### config.mk
export PLATFORM = sky130hd
export DESIGN_NAME = stopwatch_lap_seven_segment_unit
export DESIGN_NICKNAME = d
export VERILOG_FILES = /design/src/sv/stl_pkg.sv /design/src/sv/stl_front.sv /design/src/sv/stl_queue.sv /design/src/sv/stl_back.sv /design/src/sv/stopwatch_lap_seven_segment_unit.sv
export SDC_FILE = /design/constraint.sdc
export NUM_CORES = 1
export LEC_CHECK = 0
export ABC_AREA = 1
export BUFFER_PORTS_ARGS = -buffer_cell sky130_fd_sc_hd__buf_4
export CELL_PAD_IN_SITES_DETAIL_PLACEMENT = 0
export CELL_PAD_IN_SITES_GLOBAL_PLACEMENT = 1
export CORE_MARGIN = 2
export CORE_UTILIZATION = 30
export DETAILED_ROUTE_END_ITERATION = 10
export GPL_ROUTABILITY_DRIVEN = 1
export PLACE_DENSITY_LB_ADDON = 0.1
export SYNTH_ARGS = -nofsm -noshare
export SYNTH_HDL_FRONTEND = slang
export SYNTH_SLANG_ARGS = --single-unit
### constraint.sdc
create_clock -name clk -period 5.9 [get_ports clk]
set_input_delay 1.77 -clock clk [delete_from_list [all_inputs] [get_ports clk]]
set_output_delay 1.77 -clock clk [all_outputs]
set_load 0.01 [all_outputs]
### src/sv/stl_pkg.sv
// Shared types, constants and helper functions for the stopwatch lap display unit.
package stl_pkg;

	localparam int TICKS_PER_SECOND = 100;
	localparam int SEC_WRAP         = 6000;

	localparam int HUND_W = 7;
	localparam int SEC_W  = 13;
	localparam int SEG_W  = 7;

	// button bit positions
	localparam int BTN_START = 0;
	localparam int BTN_STOP  = 1;
	localparam int BTN_LAP   = 2;
	localparam int BTN_CLEAR = 3;

	localparam logic [HUND_W-1:0] HUND_LAST = HUND_W'(TICKS_PER_SECOND - 1);
	localparam logic [SEC_W-1:0]  SEC_LAST  = SEC_W'(SEC_WRAP - 1);

	// time selected for display, carried from front to back
	typedef struct packed {
		logic              run;
		logic [SEC_W-1:0]  sec;
		logic [HUND_W-1:0] hund;
	} stl_time_t;

	// queue status toward the front and back
	typedef struct packed {
		logic full;
		logic empty;
	} stl_qstat_t;

	// tens digit of a value below 100: x*205 >> 11
	function automatic logic [3:0] div10(input logic [6:0] x);
		logic [14:0] p;
		p = {8'd0, x} * 15'd205;
		return p[14:11];
	endfunction

	// ones digit given the value and its tens digit
	function automatic logic [3:0] mod10(input logic [6:0] x, input logic [3:0] tens);
		logic [6:0] t10;
		logic [6:0] r;
		t10 = {3'd0, tens} * 7'd10;
		r   = x - t10;
		return r[3:0];
	endfunction

	// seven-segment code, bit0 = a .. bit6 = g
	function automatic logic [SEG_W-1:0] seg_of(input logic [3:0] d);
		logic [SEG_W-1:0] s;
		unique case (d)
			4'd0:    s = 7'h3F;
			4'd1:    s = 7'h06;
			4'd2:    s = 7'h5B;
			4'd3:    s = 7'h4F;
			4'd4:    s = 7'h66;
			4'd5:    s = 7'h6D;
			4'd6:    s = 7'h7D;
			4'd7:    s = 7'h07;
			4'd8:    s = 7'h7F;
			4'd9:    s = 7'h6F;
			default: s = 7'h3F;
		endcase
		return s;
	endfunction

endpackage

### src/sv/stl_front.sv
// Front end: holds the stopwatch state, applies each poll and picks the time to show.
module stl_front (
	input  logic              clk,
	input  logic              arst_n,
	input  logic              take,
	input  logic              tick,
	input  logic [3:0]        buttons,
	input  logic              show_lap,
	output stl_pkg::stl_time_t wr_data
);
	import stl_pkg::*;

	logic              run_q;
	logic [HUND_W-1:0] hund_q;
	logic [SEC_W-1:0]  sec_q;
	logic [HUND_W-1:0] lap_hund_q;
	logic [SEC_W-1:0]  lap_sec_q;

	logic              run_n;
	logic [HUND_W-1:0] hund_t, hund_n;
	logic [SEC_W-1:0]  sec_t, sec_n;
	logic [HUND_W-1:0] lap_hund_n;
	logic [SEC_W-1:0]  lap_sec_n;

	// tick, then start/stop, then lap or clear
	always_comb begin
		hund_t = hund_q;
		sec_t  = sec_q;
		if (tick && run_q) begin
			if (hund_q == HUND_LAST) begin
				hund_t = '0;
				sec_t  = (sec_q == SEC_LAST) ? '0 : sec_q + 1'b1;
			end else begin
				hund_t = hund_q + 1'b1;
			end
		end

		run_n = run_q;
		if (buttons[BTN_START])
			run_n = 1'b1;
		else if (buttons[BTN_STOP])
			run_n = 1'b0;

		hund_n     = hund_t;
		sec_n      = sec_t;
		lap_hund_n = lap_hund_q;
		lap_sec_n  = lap_sec_q;
		if (buttons[BTN_LAP]) begin
			lap_hund_n = hund_t;
			lap_sec_n  = sec_t;
		end else if (buttons[BTN_CLEAR]) begin
			run_n      = 1'b0;
			hund_n     = '0;
			sec_n      = '0;
			lap_hund_n = '0;
			lap_sec_n  = '0;
		end
	end

	// displayed time for this poll
	always_comb begin
		wr_data.run  = run_n;
		wr_data.hund = show_lap ? lap_hund_n : hund_n;
		wr_data.sec  = show_lap ? lap_sec_n  : sec_n;
	end

	always_ff @(posedge clk or negedge arst_n) begin
		if (!arst_n) begin
			run_q      <= 1'b0;
			hund_q     <= '0;
			sec_q      <= '0;
			lap_hund_q <= '0;
			lap_sec_q  <= '0;
		end else if (take) begin
			run_q      <= run_n;
			hund_q     <= hund_n;
			sec_q      <= sec_n;
			lap_hund_q <= lap_hund_n;
			lap_sec_q  <= lap_sec_n;
		end
	end

endmodule

### src/sv/stl_queue.sv
// Two-entry queue between the front end and the display back end.
module stl_queue (
	input  logic               clk,
	input  logic               arst_n,
	input  logic               wr_en,
	input  stl_pkg::stl_time_t wr_data,
	input  logic               rd_en,
	output stl_pkg::stl_time_t rd_data,
	output stl_pkg::stl_qstat_t stat
);
	import stl_pkg::*;

	stl_time_t  mem_q [2];
	logic       wr_ptr_q;
	logic       rd_ptr_q;
	logic [1:0] cnt_q;

	assign stat.full  = cnt_q[1];
	assign stat.empty = (cnt_q == 2'd0);
	assign rd_data    = mem_q[rd_ptr_q];

	// storage
	always_ff @(posedge clk) begin
		if (wr_en)
			mem_q[wr_ptr_q] <= wr_data;
	end

	// pointers and fill count
	always_ff @(posedge clk or negedge arst_n) begin
		if (!arst_n) begin
			wr_ptr_q <= 1'b0;
			rd_ptr_q <= 1'b0;
			cnt_q    <= 2'd0;
		end else begin
			if (wr_en)
				wr_ptr_q <= ~wr_ptr_q;
			if (rd_en)
				rd_ptr_q <= ~rd_ptr_q;
			if (wr_en && !rd_en)
				cnt_q <= cnt_q + 2'd1;
			else if (rd_en && !wr_en)
				cnt_q <= cnt_q - 2'd1;
		end
	end

endmodule

### src/sv/stl_back.sv
// Back end: splits the time into digits and drives the seven-segment result register.
module stl_back (
	input  logic                    clk,
	input  logic                    arst_n,
	input  stl_pkg::stl_qstat_t     qstat,
	input  stl_pkg::stl_time_t      rd_data,
	output logic                    rd_en,
	input  logic                    pop,
	output logic                    empty,
	output logic [stl_pkg::SEG_W-1:0] seg_min_tens,
	output logic [stl_pkg::SEG_W-1:0] seg_min_ones,
	output logic [stl_pkg::SEG_W-1:0] seg_sec_tens,
	output logic [stl_pkg::SEG_W-1:0] seg_sec_ones,
	output logic [stl_pkg::SEG_W-1:0] seg_hund_tens,
	output logic [stl_pkg::SEG_W-1:0] seg_hund_ones,
	output logic                    running
);
	import stl_pkg::*;

	logic v_s1, v_s2, v_s3;
	logic adv1, adv2, adv3;

	// stage 1: minutes = sec / 60 by reciprocal multiply
	logic [SEC_W-1:0]  sec_s1;
	logic [6:0]        min_s1;
	logic [HUND_W-1:0] hund_s1;
	logic              run_s1;
	logic [27:0]       min_prod;

	// stage 2: seconds remainder and tens digits
	logic [6:0] min_s2, secr_s2, hund_s2;
	logic [3:0] mt_s2, ht_s2;
	logic       run_s2;
	logic [SEC_W-1:0] min60;
	logic [SEC_W-1:0] secr_w;

	// handshake chain, back to front
	assign adv3  = !v_s3 || pop;
	assign adv2  = !v_s2 || adv3;
	assign adv1  = !v_s1 || adv2;
	assign rd_en = !qstat.empty && adv1;
	assign empty = !v_s3;

	assign min_prod = {15'd0, rd_data.sec} * 28'd17477;
	assign min60    = {6'd0, min_s1} * 13'd60;
	assign secr_w   = sec_s1 - min60;

	always_ff @(posedge clk or negedge arst_n) begin
		if (!arst_n) begin
			v_s1 <= 1'b0;
			v_s2 <= 1'b0;
			v_s3 <= 1'b0;
		end else begin
			if (adv1)
				v_s1 <= rd_en;
			if (adv2)
				v_s2 <= v_s1;
			if (adv3)
				v_s3 <= v_s2;
		end
	end

	always_ff @(posedge clk) begin
		if (adv1 && rd_en) begin
			sec_s1  <= rd_data.sec;
			min_s1  <= min_prod[26:20];
			hund_s1 <= rd_data.hund;
			run_s1  <= rd_data.run;
		end
		if (adv2 && v_s1) begin
			min_s2  <= min_s1;
			secr_s2 <= {1'b0, secr_w[5:0]};
			hund_s2 <= hund_s1;
			mt_s2   <= div10(min_s1);
			ht_s2   <= div10(hund_s1);
			run_s2  <= run_s1;
		end
		// stage 3: result register
		if (adv3 && v_s2) begin
			seg_min_tens  <= seg_of(mt_s2);
			seg_min_ones  <= seg_of(mod10(min_s2, mt_s2));
			seg_sec_tens  <= seg_of(div10(secr_s2));
			seg_sec_ones  <= seg_of(mod10(secr_s2, div10(secr_s2)));
			seg_hund_tens <= seg_of(ht_s2);
			seg_hund_ones <= seg_of(mod10(hund_s2, ht_s2));
			running       <= run_s2;
		end
	end

endmodule

### src/sv/stopwatch_lap_seven_segment_unit.sv
// Top level of the stopwatch with lap memory and six-digit seven-segment output.
//
// Usage: each input beat is one poll (tick, buttons, show_lap), pushed while
// full is low. The front end updates run flag, hundredths, seconds and lap
// registers in the cycle the beat is accepted and queues the time to show.
// The back end splits it into MM:SS:hh digits and segment codes over three
// register stages; the result beat sits on the seg_* and running ports while
// empty is low and leaves on pop.
// Throughput: one poll per cycle while full is low; the state update is a single
// counter step, the digit split a three-stage pipeline.
// Reset (arst_n low): watch stopped, all times zero, queue and pipeline empty.
// When the receiver stalls, the pipeline fills, then the two-entry queue, and
// only then is full raised; state updates stay in step with accepted beats.
module stopwatch_lap_seven_segment_unit (
	input  logic       clk,
	input  logic       arst_n,
	input  logic       push,
	output logic       full,
	input  logic       tick,
	input  logic [3:0] buttons,
	input  logic       show_lap,
	output logic       empty,
	input  logic       pop,
	output logic [6:0] seg_min_tens,
	output logic [6:0] seg_min_ones,
	output logic [6:0] seg_sec_tens,
	output logic [6:0] seg_sec_ones,
	output logic [6:0] seg_hund_tens,
	output logic [6:0] seg_hund_ones,
	output logic       running
);
	import stl_pkg::*;

	logic       take;
	logic       rd_en;
	stl_time_t  wr_data;
	stl_time_t  rd_data;
	stl_qstat_t qstat;

	assign full = qstat.full;
	assign take = push && !qstat.full;

	stl_front u_front (
		.clk      (clk),
		.arst_n   (arst_n),
		.take     (take),
		.tick     (tick),
		.buttons  (buttons),
		.show_lap (show_lap),
		.wr_data  (wr_data)
	);

	stl_queue u_queue (
		.clk     (clk),
		.arst_n  (arst_n),
		.wr_en   (take),
		.wr_data (wr_data),
		.rd_en   (rd_en),
		.rd_data (rd_data),
		.stat    (qstat)
	);

	stl_back u_back (
		.clk           (clk),
		.arst_n        (arst_n),
		.qstat         (qstat),
		.rd_data       (rd_data),
		.rd_en         (rd_en),
		.pop           (pop),
		.empty         (empty),
		.seg_min_tens  (seg_min_tens),
		.seg_min_ones  (seg_min_ones),
		.seg_sec_tens  (seg_sec_tens),
		.seg_sec_ones  (seg_sec_ones),
		.seg_hund_tens (seg_hund_tens),
		.seg_hund_ones (seg_hund_ones),
		.running       (running)
	);

endmodule
Word level (Yosys, flattened, before mapping)
Memories as Yosys holds them, arrays and structs flattened. A register that Yosys moved wholly into a read port is not among the register bits.
Index checks and enable logic that the tools add are counted.
- add/subtract/negate cells: 8
- $mul: 8
- eq/ne operators: 2
- muxes and demuxes: 23
- bitwise gates (word level): 2
- reductions and logical operators: 20
- operators by type and width (operator ; number):
    $mux 13 ; 8
    $mux 7 ; 7
    $mul 7x8->15 const B ; 2
    $mul 13x15->27 const B ; 1
    $mul 6x8->14 const B ; 1
    $add 13x1->13 const B ; 1
    $eq 13x13->1 const B ; 1
    $mul 4x3->3 const B ; 3
    $sub 4x4->4 ; 3
    $logic_and 1x1->1 ; 8
    $add 7x1->7 const B ; 1
    $eq 7x7->1 const B ; 1
    $logic_not 1->1 ; 7
    $mul 7x4->4 const B ; 1
    $mux 1 ; 6
    $sub 6x6->6 ; 1
    $mux 2 ; 2
    $logic_or 1x1->1 ; 3
    $add 2x1->2 const B ; 1
    $logic_not 2->1 ; 1
    $not 1->1 ; 2
    $reduce_bool 2->1 ; 1
    $sub 2x1->2 const B ; 1
- flip-flop bits (word level): 93
- RAM bits: 42
- bits in read-only memories: 672
- bits of input ports: 10
- output and inout port bits: 45
- logic and storage cells: 92
- memories: 7
- memory list (memory ; depth ; bits a word ; read ports ; clocked after memory_dff ; wr ports ; RTL line ; RTL):
    (no name shown) ; 16 ; 7 ; 1 ; 1 ; 0 ; stl_pkg.sv:52 ; unique case (d)
    (no name shown) ; 16 ; 7 ; 1 ; 1 ; 0 ; stl_pkg.sv:52 ;
    (no name shown) ; 16 ; 7 ; 1 ; 1 ; 0 ; stl_pkg.sv:52 ;
    (no name shown) ; 16 ; 7 ; 1 ; 1 ; 0 ; stl_pkg.sv:52 ;
    (no name shown) ; 16 ; 7 ; 1 ; 1 ; 0 ; stl_pkg.sv:52 ;
    (no name shown) ; 16 ; 7 ; 1 ; 1 ; 0 ; stl_pkg.sv:52 ;
    +1 memories ; -- ; -- ; -- ; -- ; -- ; -- ;

Longest topological paths before layout
Gate-level depths: netlist of run 1.
- depth after elaboration: 8
- depth in mapped cells: 24
- mapped depth without buffers: 24

Modules after synthesis
Synthesis of run 1 repeated with hierarchy kept, for this count alone.
- cell total of the unflattened synthesis: 1401
- area, all modules: 13073.8 um^2
- modules (own cells, without submodules) (module ; times used ; cells an instance ; area an instance (um^2) ; seq. area each (um^2)):
    stl_back ; 1 ; 883 ; 8545.7 ; 2687.6
    stl_front ; 1 ; 426 ; 2787.7 ; 1026.0
    stl_queue ; 1 ; 90 ; 1730.4 ; 1361.3
    stopwatch_lap_seven_segment_unit ; 1 ; 2 ; 10.0 ; 0.0

Worst setup path before layout of run 1
Ideal clock, no wire load.
- path type: in2reg
- start point: input port pop
- end point: register u_back.running (enable)
- arrival: 3905 ps
- required time: 5442 ps
- path slack: 1537 ps
- cell stages on the path: 2
- path buffers: 0
- cells stage by stage: inv_1 -> a21oi_1
- longest elaborated chain between the ends: 2
- ends and longest elaborated chain (item ; RTL line ; RTL):
    start: declaration ; stopwatch_lap_seven_segment_unit.sv:23 ; input logic pop,
    $logic_or 1x1->1 ; stl_back.sv:38 ; assign adv3 = !v_s3 || pop;
    $logic_and 1x1->1 ; stl_back.sv:79 ; if (adv3 && v_s2) begin
    end signal: assignment ; stl_back.sv:86 ; running <= run_s2;
    end: declaration ; stl_back.sv:16 ; output logic running
No other way between the ends.
A chain may end at the register's enable or synchronous reset.

Worst setup path after layout of run 1
- start point: register u_queue.rd_ptr_q
- end point: register u_back.min_s1[5], data pin
- longest elaborated chain between the ends: 2
- ends and longest elaborated chain (item ; RTL line ; RTL):
    start: declaration ; stl_queue.sv:15 ; logic rd_ptr_q;
    start signal: assignment ; stl_queue.sv:38 ; rd_ptr_q <= ~rd_ptr_q;
    $mem_v2 2x21 ; -- ;
    $mul 13x15->27 ; stl_back.sv:44 ; assign min_prod = {15'd0, rd_data.sec} * 28'd17477;
    net u_back.min_prod[25] ; stl_back.sv:28 ; logic [27:0] min_prod;
    end signal: assignment ; stl_back.sv:66 ; min_s1 <= min_prod[26:20];
    end: declaration ; stl_back.sv:25 ; logic [6:0] min_s1;
The timed path passes the listed nets, and every way through them passes these cells.

==> results of run 1 <==
## metrics by stage
stage,area [sq um],std cells
after floorplan,12700,1368
after global placement,13800,1947
after detailed placement,13800,1947
after CTS,14300,1979
after global routing,14300,1979
final,14300,1979
## cell usage after synthesis, drive strengths merged
cell type,instances,share of area [%]
a21boi,2,0.12
a21o,7,0.41
a21oi,34,1.3
a31oi,6,0.30
buf,7,0.33
clkbuf,16,0.47
dfrtp,48,9.5
edfxtp,129,31
fa,42,6.6
ha,196,19
inv,210,6.2
nand2,335,10
nand3,75,3.1
nand3b,4,0.24
nand4,26,1.3
nor2,72,2.4
nor3,10,0.47
nor3b,2,0.20
o211ai,3,0.18
o21ai,91,3.6
o21bai,3,0.18
o22ai,2,0.099
or2,13,0.64
xnor2,16,1.1
xor2,19,1.3
## layout make-up
cell class	count	area, sq um	share of cell area [%]
Tap cell	539	674	4.71
Clock buffer	18	429	3.00
Multi-Input combinational cell	958	6740	47.1
Inverter	210	791	5.52
Clock inverter	14	144	1.00
Sequential cell	177	5070	35.4
Timing Repair Buffer	63	473	3.30
## path summary, 6_finish.rpt
kind / from / to / slack, ns / depth (start not counted)
setup / recovery: u_queue.rd_ptr_q$_DFFE_PN0P_ / u_back.min_s1[5]$_DFFE_PP_ / 1.27 / 20
hold / removal: u_back.sec_s1[1]$_DFFE_PP_ / u_back.secr_s2[1]$_DFFE_PP_ / 0.42 / 0
setup reg to reg: u_queue.rd_ptr_q$_DFFE_PN0P_ / u_back.min_s1[5]$_DFFE_PP_ / 1.27 / 20
hold reg to reg: u_back.sec_s1[1]$_DFFE_PP_ / u_back.secr_s2[1]$_DFFE_PP_ / 0.42 / 0
max in group asynchronous: arst_n / u_queue.rd_ptr_q$_DFFE_PN0P_ / 4.09 / 1
min in group asynchronous: arst_n / u_front.sec_q[9]$_DFFE_PN0P_ / 1.31 / 1
## layer usage
metal  vias up  part of all wire [%]
li1       4641                     -
met2        70                    48
met1      4165                    48
met5         -                     0
met4         0                   1.5
met3        25                   2.3
## cell families after synthesis
family / count (synthesis) / share of synthesized area, %
AO/OA/AOI/OAI: 148 / 6.27
XOR/XNOR: 35 / 2.41
adder cells (fa/ha/maj): 238 / 25.9
buffers and inverters: 233 / 7.03
flip-flops: 177 / 40.0
AND/OR/NAND/NOR: 537 / 18.4
## sequential cells by signal (all words and copies together) (netlist names), 7 cells and up
register and flops:
u_back.hund_s1 7, u_back.seg_min_tens 7, u_queue.mem_q 42, u_front.sec_q 13
u_back.seg_sec_tens 7, u_back.min_s1 7, u_back.seg_hund_tens 7, u_back.seg_sec_ones 7
u_front.lap_sec_q 13, u_front.hund_q 7, u_front.lap_hund_q 7, u_back.seg_hund_ones 7
u_back.seg_min_ones 7
## critical path: stages (launching register included)
cell	delay [ns]
dfrtp_1	0.34
inv_1	0.31
or2_2	0.40
o21ai_0	0.16
inv_1	0.17
ha_1	0.31
inv_1	0.05
fa_1	0.49
inv_1	0.05
fa_1	0.44
fa_1	0.46
ha_1	0.35
nand2_1	0.09
nor2_1	0.17
inv_1	0.05
o21ai_0	0.17
nand2_1	0.07
nand3_1	0.14
nand2_1	0.06
nand2_1	0.06
nand2_1	0.04
==> flow_summary.toml, run 1 <==
[detailed_routing]
antenna_left = 0
drt_wl_total_microns = 27700
drt_iter0_markers = 400
drc = 0
dr.pass1.iters = 5
via_count = 8901
wl_per_cell_microns = 14.0
viasPerCell = 4.50

[cells_and_area]
fillCellCount = 4393
nNetsFinal = 1675
mostFrequentLayoutCells = "nand2_1, inv_1, ha_1, edfxtp_1, nand3_1"
areaGrowthSynthToFinish_pct = 12.8
drive_above_1_share_pct = 9.24
final_core_util_pct = 34.2
layout_commonest_cell = "nand2_1"
antenna_cells = 0

[yosys]
ys_types = 39
ys_seq_area_share_pct = 40.0
synthesis.area_sq_um = 12700
avgSynthCellArea_sq_um = 9.28
yosys_warnings = 0
synth_nets = 1616
netlist_instances = 1368
yosys_register_bits = 177

[timing]
skew_ns = 0.0118
rsz0062_at_grt = "no"
worst_slew_pin_slew_ns = 0.958
post-route-min-period_ns = 4.63
setup_tns_ns = 0
hold_violations = 0
slew_headroom_pct = 36.0
period_share_pct = 78.4
final_max_slew_viol_count = 0
fmax_ghz = 0.216
timing.hold.ws_ns = 0.422
finalWorstSetupSlack_ns = 1.27
finalSetupViolations = 0

[floorplanning]
die-height_microns = 210
initial_utilization_pct = 30.3
dieArea_sq_um = 44000
fp.dieW_microns = 210
fp.coreArea_sq_um = 41900
rows = 75
ioPinCount = 55

[clock_network]
cts_root_buffer = "clkbuf_16"
clk_latency_ns = 0.48
cts_buffers = 17
cts_max_level = 4
cts.sinks = 177
postCtsResizedCells = 0
clockBufferDepth = 2
cts_tree = "yes"
clk_pin_slew_ns = 0.07
hold_buffers = 0
cts_setup_buffers = 0

[placed_design]
dpl_worst_slack_ns = 1.23
place_congestion = 0.804
hpwl_microns = 21600
io_buffers = 54

[status]
status = "complete, no violations"

[setup_path]
crit_arrival_ns = 4.86
critPathKind = "flip-flop to flip-flop"
cp_max_fo = 22
cp.required_ns = 6.13
end_kind = "flip-flop"
start_kind = "flip-flop"

[global_route]
top_usage_layer = "met2"
grt_pass1_wl_microns = 47100
grtUsageMet2_pct = 23.0
antenna_found_initial = 0
grt_max_degree = 49
grt_pass1_vias = 9117
use_met1_pct = 17.6
gr-total-overflow = 0
gr-usage-all-layers_pct = 13.7
gr-usage-met3_pct = 2.80

[hold_path]
min_path_type = "flip-flop to flip-flop"

[run]
cap_violations = 0
Power of run 1 is left out: the tool's default activity adds up to more than one toggle a clock period on the data nets, which glitch-free logic cannot reach.
==> run 2: changes to the inputs <==
==> constraint.sdc (replaced) <==
create_clock -name clk -period 4.28 [get_ports clk]
set_input_delay 1.284 -clock clk [delete_from_list [all_inputs] [get_ports clk]]
set_output_delay 1.284 -clock clk [all_outputs]
set_load 0.01 [all_outputs]
==> run 2 against run 1 <==
  * Utilization increased by 1.1 points
  * Routed wire length increased by 1.1%
  * Global-route usage decreased by 0.079 points
  * Cell count increased by 1.8%
  * Via count increased by 0.76%
  * Die area unchanged
  * Critical path type unchanged
==> flow_summary.toml, run 2 (same netlist as run 1, synthesis figures left out) <==
[setup_path]
max_stage_delay_ns = 0.50
end_kind = "flip-flop"
cp_max_fo = 7
cp_num_buf_inv = 2
cp.required_ns = 4.48
path_depth = 20
cpLargestDelayFamily = "adder cells"
critPathKind = "flip-flop to flip-flop"
ff2ff_path_depth = 20
worstPathCellList = "ha_4 > ha_1 > or2_2 > fa_1 > ha_1 > nand2_1 > nor2_1 > nor2_1 > buf_4 > nand3_1 > nand2_1 > ha_1 > fa_2 > xor2_2 > inv_1 > nand3_2 > nand2_2 > nand2_2 > nand3_1 > nand2_1"
crit_arrival_ns = 4.26
slowest_stage = "edfxtp_1"
start_kind = "flip-flop"

[detailed_routing]
drt_wl_total_microns = 28000
via_count = 8969
viasPerCell = 4.45
antenna_left = 0
drt_iter0_markers = 444
wl_per_cell_microns = 13.9
dr.pass1.iters = 5
drc = 0

[floorplanning]
dieArea_sq_um = 44000
die-height_microns = 210
rows = 75
fp.dieW_microns = 210
fp.coreArea_sq_um = 41900
ioPinCount = 55
initial_utilization_pct = 30.3

[timing]
timing.hold.ws_ns = 0.420
worst_slew_pin_slew_ns = 0.931
skew_ns = 0.0129
fmax_ghz = 0.246
rsz0062_at_grt = "yes"
finalSetupViolations = 0
post-route-min-period_ns = 4.06
period_share_pct = 94.9
hold_violations = 0
slew_headroom_pct = 37.9
final_max_slew_viol_count = 0

[cells_and_area]
drive_above_1_share_pct = 12.8
mostFrequentLayoutCells = "nand2_1, inv_1, ha_1, edfxtp_1, buf_4"
final_area_sq_um = 14800
antenna_cells = 0
nNetsFinal = 1710
areaGrowthSynthToFinish_pct = 16.6
largest-register = "u_queue.mem_q"
reg_top3 = "u_queue.mem_q x42, u_front.lap_sec_q x13, u_front.sec_q x13"
largest_reg_flops = 42
layout_commonest_cell = "nand2_1"

[global_route]
gr-total-overflow = 0
grt_pass1_wl_microns = 47600
gr-usage-all-layers_pct = 13.6
antenna_found_initial = 0
grt_max_degree = 49
grt_pass1_vias = 9338

[placed_design]
place_area_sq_um = 14000
place_congestion = 0.767
io_buffers = 54
hpwl_microns = 21800

[clock_network]
clockBufferDepth = 2
cts_max_level = 4
clk_pin_slew_ns = 0.07
hold_buffers = 0
clk_latency_ns = 0.45
cts_buffers = 17
cts_tree = "yes"
cts_root_buffer = "clkbuf_16"
cts.sinks = 177

[status]
status = "complete, no violations"

[hold_path]
min_delay_path_depth = 0
min_path_type = "flip-flop to flip-flop"

[run]
cap_violations = 0
-- run 2: path summary, 6_finish.rpt --
path | startpoint | endpoint | slack, ns
max in group asynchronous | arst_n | u_front.lap_hund_q[0]$_DFFE_PN0P_ | 2.90
min reg2reg | u_back.run_s2$_DFFE_PP_ | u_back.running$_DFFE_PP_ | 0.42
max | u_back.secr_s2[1]$_DFFE_PP_ | u_back.seg_sec_ones[4]$_DFFE_PP_ | 0.22
max reg2reg | u_back.secr_s2[1]$_DFFE_PP_ | u_back.seg_sec_ones[4]$_DFFE_PP_ | 0.22
min | u_back.run_s2$_DFFE_PP_ | u_back.running$_DFFE_PP_ | 0.42
min in group asynchronous | arst_n | u_front.sec_q[8]$_DFFE_PN0P_ | 0.90
-- run 2: through the flow --
stage               utilization, %  cells  setup TNS, ns  worst slack, ns
floorplan                        -   1368              0           0.0122
global placement              33.4   1974              0           0.0986
detailed placement            33.4   1974              0           0.0145
CTS                           34.9   2006              0           0.0116
global route                  35.4   2014         -0.105          -0.0387
finish                        35.4   2014              0            0.217
-- run 2: area by class of cell --
cell class / count / area, sq um
Clock buffer: 18 / 429
Multi-Input combinational cell: 958 / 6870
Fill cell: 4350 / 27000
Timing Repair Buffer: 98 / 748
Inverter: 210 / 791
Tap cell: 539 / 674
Clock inverter: 14 / 224
Sequential cell: 177 / 5070
-- run 2: metal layers --
layer	up-vias	share of wire, %	track usage, %	wire [microns]
li1	4712	-	-	-
met1	4157	49	18.0	13700
met2	78	47	23.0	13200
met3	22	2.4	2.23	662
met4	0	1.8	4.06	500
met5	-	0	0	0
-- run 2: repair_timing --
item / 4_1_cts / 5_1_grt
endpoints found under the setup margin: 0 / 13
buffers inserted: 0 / 8
gates resized for setup: 0 / 26
-- run 2: worst reg2reg max path, stage by stage (launching register included) --
cell and delay [ns]:
edfxtp_1 0.50, ha_4 0.29, ha_1 0.18, or2_2 0.30, fa_1 0.46, ha_1 0.31, nand2_1 0.08, nor2_1 0.11
nor2_1 0.06, buf_4 0.13, nand3_1 0.07, nand2_1 0.08, ha_1 0.20, fa_2 0.35, xor2_2 0.16, inv_1 0.07
nand3_2 0.11, nand2_2 0.11, nand2_2 0.10, nand3_1 0.10, nand2_1 0.05
Power of run 2 is left out for the same reason.
